### src/hdl/tgarle_pkg.sv
// Shared types and constants for the TGA run-length pixel decoder.
// No dependencies; imported by every module of the decoder.
package tgarle_pkg;

  localparam int unsigned BYTE_W  = 8;
  localparam int unsigned PIX_W   = 32;
  localparam int unsigned CNT_W   = 8;
  localparam int unsigned BPP_W   = 3;
  localparam int unsigned CIDX_W  = 2;
  localparam int unsigned WIDE_W  = PIX_W + 1;

  // Configuration register indexes
  localparam logic [CIDX_W-1:0] CFG_COMPRESSED_MODE = 2'd0;
  localparam logic [CIDX_W-1:0] CFG_BYTES_PER_PIXEL = 2'd1;
  localparam logic [CIDX_W-1:0] CFG_PIXEL_TOTAL     = 2'd2;

  // Configuration reset values
  localparam logic             RST_COMPRESSED_MODE = 1'b1;
  localparam logic [BPP_W-1:0] RST_BYTES_PER_PIXEL = 3'd4;
  localparam logic [PIX_W-1:0] RST_PIXEL_TOTAL     = 32'd1;

  localparam logic [BPP_W-1:0] BPP_24 = 3'd3;

  typedef struct packed {
    logic             compressed_mode;
    logic [BPP_W-1:0] bytes_per_pixel;
    logic [PIX_W-1:0] pixel_total;
  } cfg_t;

  typedef struct packed {
    logic              valid;
    logic [BYTE_W-1:0] data_byte;
  } item_t;

endpackage

### src/hdl/tgarle_cfg_regs.sv
// Configuration register file of the TGA run-length pixel decoder.
// Depends on tgarle_pkg.
module tgarle_cfg_regs (
  input  logic                          clk,
  input  logic                          rst_n,
  input  logic                          cfg_we,
  input  logic [tgarle_pkg::CIDX_W-1:0] cfg_index,
  input  logic [tgarle_pkg::PIX_W-1:0]  cfg_wdata,
  output tgarle_pkg::cfg_t              cfg
);
  import tgarle_pkg::*;

  cfg_t cfg_r;

  always_ff @(posedge clk) begin
    if (!rst_n) begin
      cfg_r.compressed_mode <= RST_COMPRESSED_MODE;
      cfg_r.bytes_per_pixel <= RST_BYTES_PER_PIXEL;
      cfg_r.pixel_total     <= RST_PIXEL_TOTAL;
    end else if (cfg_we) begin
      case (cfg_index)
        CFG_COMPRESSED_MODE: cfg_r.compressed_mode <= cfg_wdata[0];
        CFG_BYTES_PER_PIXEL: cfg_r.bytes_per_pixel <= cfg_wdata[BPP_W-1:0];
        CFG_PIXEL_TOTAL:     cfg_r.pixel_total     <= cfg_wdata;
        default: ;
      endcase
    end
  end

  assign cfg = cfg_r;

endmodule

### src/hdl/tgarle_in_stage.sv
// Input register stage: holds one accepted byte until the core takes it.
// Depends on tgarle_pkg.
module tgarle_in_stage (
  input  logic                          clk,
  input  logic                          rst_n,
  input  logic                          in_valid,
  output logic                          in_stall,
  input  logic [tgarle_pkg::BYTE_W-1:0] in_data_byte,
  input  logic                          take,
  output tgarle_pkg::item_t             item
);
  import tgarle_pkg::*;

  logic              valid_r, valid_nxt;
  logic [BYTE_W-1:0] byte_r;
  logic              load;

  assign in_stall  = valid_r && !take;
  assign load      = in_valid && !in_stall;
  assign valid_nxt = load || (valid_r && !take);

  always_ff @(posedge clk) begin
    if (!rst_n) begin
      valid_r <= 1'b0;
    end else begin
      valid_r <= valid_nxt;
    end
  end

  always_ff @(posedge clk) begin
    if (load) begin
      byte_r <= in_data_byte;
    end
  end

  assign item.valid     = valid_r;
  assign item.data_byte = byte_r;

endmodule

### src/hdl/tgarle_core.sv
// Decode core: packet/pixel state update and the result register.
// Depends on tgarle_pkg.
module tgarle_core (
  input  logic                         clk,
  input  logic                         rst_n,
  input  tgarle_pkg::cfg_t             cfg,
  input  tgarle_pkg::item_t            item,
  output logic                         take,
  output logic                         out_valid,
  input  logic                         out_stall,
  output logic [tgarle_pkg::PIX_W-1:0] out_pixel_value,
  output logic [tgarle_pkg::CNT_W-1:0] out_repeat_count,
  output logic [tgarle_pkg::PIX_W-1:0] out_first_index,
  output logic                         out_image_done,
  output logic                         out_packet_truncated
);
  import tgarle_pkg::*;

  // decoder state
  logic             expect_header_r, expect_header_nxt;
  logic             packet_is_run_r, packet_is_run_nxt;
  logic [CNT_W-1:0] packet_left_r, packet_left_nxt;
  logic [1:0]       byte_in_pixel_r, byte_in_pixel_nxt;
  logic [PIX_W-1:0] pixel_gather_r, pixel_gather_nxt;
  logic [PIX_W-1:0] pixels_done_r, pixels_done_nxt;

  // result register
  logic             out_valid_r, out_valid_nxt;
  logic [PIX_W-1:0] out_pixel_value_r;
  logic [CNT_W-1:0] out_repeat_count_r;
  logic [PIX_W-1:0] out_first_index_r;
  logic             out_image_done_r;
  logic             out_packet_truncated_r;

  logic              is_header, size4, last_byte, emit;
  logic [PIX_W-1:0]  gather_new;
  logic [WIDE_W-1:0] total, done_w, remaining, span_w, rep_raw_w, rep_w;
  logic [CNT_W-1:0]  n, span, rep, hdr_count;
  logic              run, trunc, done;

  assign take = item.valid && (!out_valid_r || !out_stall);

  always_comb begin
    is_header  = cfg.compressed_mode && expect_header_r;
    size4      = (cfg.bytes_per_pixel != BPP_24);
    last_byte  = (byte_in_pixel_r == 2'd3) || (!size4 && (byte_in_pixel_r == 2'd2));
    hdr_count  = item.data_byte[BYTE_W-1] ? (item.data_byte - 8'd127)
                                          : (item.data_byte + 8'd1);
    gather_new = ((byte_in_pixel_r == 2'd0) ? '0 : pixel_gather_r)
               | (PIX_W'(item.data_byte) << {byte_in_pixel_r, 3'b000});

    total     = (cfg.pixel_total == '0) ? {1'b1, {PIX_W{1'b0}}}
                                        : {1'b0, cfg.pixel_total};
    done_w    = {1'b0, pixels_done_r};
    remaining = (done_w < total) ? (total - done_w) : WIDE_W'(1);
    n         = (packet_left_r == '0) ? CNT_W'(1) : packet_left_r;
    run       = cfg.compressed_mode && packet_is_run_r;
    span      = cfg.compressed_mode ? n : CNT_W'(1);
    span_w    = WIDE_W'(span);
    rep_raw_w = run ? span_w : WIDE_W'(1);
    rep_w     = (rep_raw_w > remaining) ? remaining : rep_raw_w;
    rep       = rep_w[CNT_W-1:0];
    trunc     = span_w > remaining;
    done      = rep_w >= remaining;
  end

  always_comb begin
    expect_header_nxt = expect_header_r;
    packet_is_run_nxt = packet_is_run_r;
    packet_left_nxt   = packet_left_r;
    byte_in_pixel_nxt = byte_in_pixel_r;
    pixel_gather_nxt  = pixel_gather_r;
    pixels_done_nxt   = pixels_done_r;
    emit              = 1'b0;
    if (take) begin
      if (is_header) begin
        packet_is_run_nxt = item.data_byte[BYTE_W-1];
        packet_left_nxt   = hdr_count;
        expect_header_nxt = 1'b0;
        byte_in_pixel_nxt = 2'd0;
      end else begin
        pixel_gather_nxt = gather_new;
        if (!last_byte) begin
          byte_in_pixel_nxt = byte_in_pixel_r + 2'd1;
        end else begin
          byte_in_pixel_nxt = 2'd0;
          emit              = 1'b1;
          if (done) begin
            pixels_done_nxt   = '0;
            expect_header_nxt = 1'b1;
            packet_is_run_nxt = 1'b0;
            packet_left_nxt   = '0;
          end else begin
            pixels_done_nxt = pixels_done_r + PIX_W'(rep);
            if (cfg.compressed_mode) begin
              packet_left_nxt = run ? '0 : (n - CNT_W'(1));
              if (run || (n == CNT_W'(1))) begin
                expect_header_nxt = 1'b1;
              end
            end
          end
        end
      end
    end
  end

  assign out_valid_nxt = emit || (out_valid_r && out_stall);

  always_ff @(posedge clk) begin
    if (!rst_n) begin
      expect_header_r <= 1'b1;
      packet_is_run_r <= 1'b0;
      packet_left_r   <= '0;
      byte_in_pixel_r <= '0;
      pixel_gather_r  <= '0;
      pixels_done_r   <= '0;
      out_valid_r     <= 1'b0;
    end else begin
      expect_header_r <= expect_header_nxt;
      packet_is_run_r <= packet_is_run_nxt;
      packet_left_r   <= packet_left_nxt;
      byte_in_pixel_r <= byte_in_pixel_nxt;
      pixel_gather_r  <= pixel_gather_nxt;
      pixels_done_r   <= pixels_done_nxt;
      out_valid_r     <= out_valid_nxt;
    end
  end

  always_ff @(posedge clk) begin
    if (emit) begin
      out_pixel_value_r      <= gather_new;
      out_repeat_count_r     <= rep;
      out_first_index_r      <= pixels_done_r;
      out_image_done_r       <= done;
      out_packet_truncated_r <= trunc;
    end
  end

  assign out_valid            = out_valid_r;
  assign out_pixel_value      = out_pixel_value_r;
  assign out_repeat_count     = out_repeat_count_r;
  assign out_first_index      = out_first_index_r;
  assign out_image_done       = out_image_done_r;
  assign out_packet_truncated = out_packet_truncated_r;

endmodule

### src/hdl/tga_rle_pixel_decoder.sv
// TGA pixel-data decoder, plain or run-length, 24- or 32-bit pixels. One byte
// is accepted every cycle, stalls aside; a byte sits in the input register
// until the core takes it, and its result, if any, is loaded into the result
// register as the byte is taken and can transfer out from that register.
// Header bytes and all but the last byte of a pixel give no result.
// The core updates its packet and pixel state as each byte is taken; in_stall
// rises only while a result is held by out_stall.
// Top level; depends on tgarle_pkg, tgarle_cfg_regs, tgarle_in_stage, tgarle_core.
module tga_rle_pixel_decoder (
  input  logic                          clk,
  input  logic                          rst_n,
  input  logic                          cfg_we,
  input  logic [tgarle_pkg::CIDX_W-1:0] cfg_index,
  input  logic [tgarle_pkg::PIX_W-1:0]  cfg_wdata,
  input  logic                          in_valid,
  output logic                          in_stall,
  input  logic [tgarle_pkg::BYTE_W-1:0] in_data_byte,
  output logic                          out_valid,
  input  logic                          out_stall,
  output logic [tgarle_pkg::PIX_W-1:0]  out_pixel_value,
  output logic [tgarle_pkg::CNT_W-1:0]  out_repeat_count,
  output logic [tgarle_pkg::PIX_W-1:0]  out_first_index,
  output logic                          out_image_done,
  output logic                          out_packet_truncated
);
  import tgarle_pkg::*;

  cfg_t  cfg;
  item_t item;
  logic  take;

  tgarle_cfg_regs u_cfg (
    .clk       (clk),
    .rst_n     (rst_n),
    .cfg_we    (cfg_we),
    .cfg_index (cfg_index),
    .cfg_wdata (cfg_wdata),
    .cfg       (cfg)
  );

  tgarle_in_stage u_in (
    .clk          (clk),
    .rst_n        (rst_n),
    .in_valid     (in_valid),
    .in_stall     (in_stall),
    .in_data_byte (in_data_byte),
    .take         (take),
    .item         (item)
  );

  tgarle_core u_core (
    .clk                  (clk),
    .rst_n                (rst_n),
    .cfg                  (cfg),
    .item                 (item),
    .take                 (take),
    .out_valid            (out_valid),
    .out_stall            (out_stall),
    .out_pixel_value      (out_pixel_value),
    .out_repeat_count     (out_repeat_count),
    .out_first_index      (out_first_index),
    .out_image_done       (out_image_done),
    .out_packet_truncated (out_packet_truncated)
  );

endmodule

### config.mk
export PLATFORM = sky130hd
export DESIGN_NAME = tga_rle_pixel_decoder
export DESIGN_NICKNAME = d
export VERILOG_FILES = /design/src/hdl/tgarle_pkg.sv /design/src/hdl/tgarle_cfg_regs.sv /design/src/hdl/tgarle_in_stage.sv /design/src/hdl/tgarle_core.sv /design/src/hdl/tga_rle_pixel_decoder.sv
export SDC_FILE = /design/constraint.sdc
export NUM_CORES = 1
export LEC_CHECK = 0
export BUFFER_PORTS_ARGS = -buffer_cell sky130_fd_sc_hd__clkbuf_2
export CAP_MARGIN = 20
export CELL_PAD_IN_SITES_DETAIL_PLACEMENT = 2
export CELL_PAD_IN_SITES_GLOBAL_PLACEMENT = 2
export CORE_MARGIN = 1.5
export CORE_UTILIZATION = 35
export CTS_CLUSTER_DIAMETER = 150
export CTS_CLUSTER_SIZE = 20
export DETAILED_ROUTE_END_ITERATION = 7
export PLACE_DENSITY = 0.79
export SYNTH_ARGS = -nofsm -noshare
export SYNTH_HDL_FRONTEND = slang
export SYNTH_HIERARCHICAL = 1
export SYNTH_SLANG_ARGS = --single-unit
### constraint.sdc
create_clock -name clk -period 14 [get_ports clk]
set_input_delay 2.8 -clock clk [delete_from_list [all_inputs] [get_ports clk]]
set_output_delay 2.8 -clock clk [all_outputs]
set_load 0.01 [all_outputs]
==> metrics <==
cells after synthesis=1275; Setup violations, final=0; Required @ worst endpoint=14350 ps; critical path fanouts, max=10; Crit path largest cell delay=760 ps; via count=9622; Worst setup EP type=flop; Syn Nets=1394; hold_buf cts=0; Synth async-reset ratio=0%; critical path buffer and inverter count=2; fraction of layout cells with a size suffix above 1=14.1%; post_cts resized=0; ys flop type=dfxtp_1; # Post-CTS Setup Buffers=0; number of synthesized flops with an enable pin=82; Routed WL=37.0 mm; area of the multi-input gates=0.00594 mm²; total iterations of the first detailed-routing run=4; FILL cells=3641; sequential area share after synthesis=41.4%; post-synth cell types=80; Clock power frac=35.9%; I/O pin cnt=123; non-filler cells, final=1793; htree depth=4; TritonCTS sink count=196; TritonCTS buffer count=17; Slew HR=28.6%; row count=66; Layout Nets=1456; # DRC=0; Routed Antenna Nets=0; leakage power=5.51 nW; sequential share of power=43.4%; clk root buf=clkbuf_16; maximum number of pins on one net before global-route repair=80; Max Cap Viol=0; fmax=0.115 GHz; switch share=32.8%; FF+latch area=0.00474 mm²; Port Buffers=122; Layout area overhead=12.7%; CP delay by family, top=simple AND/OR/NAND/NOR gates; Crit Path Category=flop to flop; setup TNS=0 ps; Comb pwr share=20.7%; Pwr per Cell Area=111 mW/mm²; most frequent CP cell=o21ai_0; RSZ-0062 raised after global routing=no; Slowest-stage cell, CP=nor3_2; status=completed; clk buf depth=2; Initial Util=35.4%; Worst setup SP type=flop; Die Ht=184 µm; final period utilization=62.2%; Power Total=1.43 mW; DIE AREA=0.0338 mm²; reported net switching power=0.469 mW; Final Critical Period=8710 ps; grt total ovfl=0; First DRT Iteration DRCs=387; drt wl/cell=20.6 µm; GRT Total Usage=22.3%; HP Class=flop to flop; via/cell ratio=5.37; Synth Register Bits=196; Final Hold Viols=0; GP Congestion=0.883; Max Slew Vio Count=0; YS warnings=6; clock transition at the registers of the reported paths=90 ps; antenna violations before repair=3; Avg Inst Size Synth=8.99 µm²; core area=0.0324 mm²; Final Skew=17.4 ps; area of the mapped netlist=0.0115 mm²; first-pass GRT wire length=57.8 mm; P_int=0.962 mW; most common cell after layout, fill and taps aside=nand2_1; Arrival @ worst endpoint=9050 ps; Clock Latency Late Sink=470 ps; number of global-route vias before repair=10400; Slew @ Worst Pin=1070 ps; hpwl dp=27.5 mm; CTS tree=done; maximum vdd drop=0.000111 V; highest-count cells in the layout ignoring fill and taps=206 x nand2_1, 121 x clkbuf_2, 114 x dfxtp_1; Die W=184 µm; DP Cell Count=1757
==> path summary, 6_finish.rpt <==
path / start / endpoint / slack [ps] / cells after the start
worst max-delay path: u_core/pixels_done_r[10]$_SDFFE_PN0P_ / u_core/pixels_done_r[24]$_SDFFE_PN0P_ / 5290 / 36
worst min-delay path: u_core/pixels_done_r[19]$_SDFFE_PN0P_ / u_core/out_first_index[19]$_DFFE_PP_ / 440 / 0
worst max register to register: u_core/pixels_done_r[10]$_SDFFE_PN0P_ / u_core/pixels_done_r[24]$_SDFFE_PN0P_ / 5290 / 36
worst min register to register: u_core/pixels_done_r[19]$_SDFFE_PN0P_ / u_core/out_first_index[19]$_DFFE_PP_ / 440 / 0
==> per-layer routing <==
layer | track usage (%) | routed length, µm
met5 | 0 | 11
met4 | 6.52 | 689
met3 | 5.29 | 1650
met2 | 38.2 | 17900
met1 | 27.7 | 16700
==> sequential cells by signal, summed over array words and instances (netlist names), 2 cells and up <==
| register | count |
|---|---|
| u_cfg/cfg | 36 |
| u_core/byte_in_pixel_r | 2 |
| u_core/out_first_index | 32 |
| u_core/out_pixel_value | 32 |
| u_core/out_repeat_count | 8 |
| u_core/packet_left_r | 8 |
| u_core/pixel_gather_r | 32 |
| u_core/pixels_done_r | 32 |
| u_in/byte_r | 8 |
==> cell type report <==
class / instances / share of cell area, %
diodes: 1 / 0.0194
clock buffers: 17 / 3.29
clock inverters: 15 / 1.54
inverters: 93 / 2.71
multi-input cells: 900 / 46.0
flip-flops and latches: 196 / 36.7
well taps: 442 / 4.28
repair buffers: 129 / 5.46
==> synthesized netlist by cell type, drive strengths merged (11+ instances only) <==
master | n | area [µm²]
a21o | 18 | 135
nor2b | 15 | 101
nor4 | 13 | 87.6
edfxtp | 82 | 2460
inv | 93 | 349
xnor2 | 35 | 307
nor3 | 25 | 130
nand2b | 15 | 93.8
nand3 | 28 | 140
o211a | 33 | 330
dfxtp | 114 | 2280
and2 | 23 | 144
o21ai | 74 | 374
o21a | 14 | 105
mux2i | 46 | 460
buf | 19 | 180
nor2 | 69 | 284
a21oi | 55 | 294
ha | 70 | 876
nand4 | 24 | 150
nand2 | 208 | 783
clkbuf | 67 | 251
xor2 | 11 | 96.3
==> metrics by stage <==
step / hold WS [ps] / cell area [µm²] / setup slack (ps) / utilization (%)
3_3_place_gp: 414 / 12200 / 5950 / 37.8
4_1_cts: 439 / 12900 / 5290 / 39.7
6_report: 438 / 12900 / 5290 / 39.9
5_1_grt: 444 / 12900 / 4580 / 39.9
2_1_floorplan: 408 / 11500 / 6970 / -
3_5_place_dp: 420 / 12200 / 5360 / 37.8
==> kinds of logic (layout without fill, tap and decap cells) <==
logic type | after synthesis | in the layout | share of synthesized area [%]
compound gates | 279 | 279 | 17.0
xor+xnor | 46 | 46 | 3.52
fa+ha+maj | 72 | 72 | 7.99
buf+inv | 179 | 254 | 6.81
flops | 196 | 196 | 41.4
mux | 49 | 49 | 4.31
other cells | 0 | 1 | 0
simple gates | 454 | 454 | 18.9
==> power by group through the flow <==
stage / Sequential, mW / Combinational [mW] / Clock (mW)
global route: 0.623 / 0.324 / 0.550
global placement: 0.633 / 0.279 / 0
finish: 0.621 / 0.296 / 0.514
CTS: 0.621 / 0.293 / 0.529
floorplan: 0.626 / 0.216 / 0
detailed placement: 0.634 / 0.290 / 0
No activity file was read; power rests on OpenSTA's default activity.
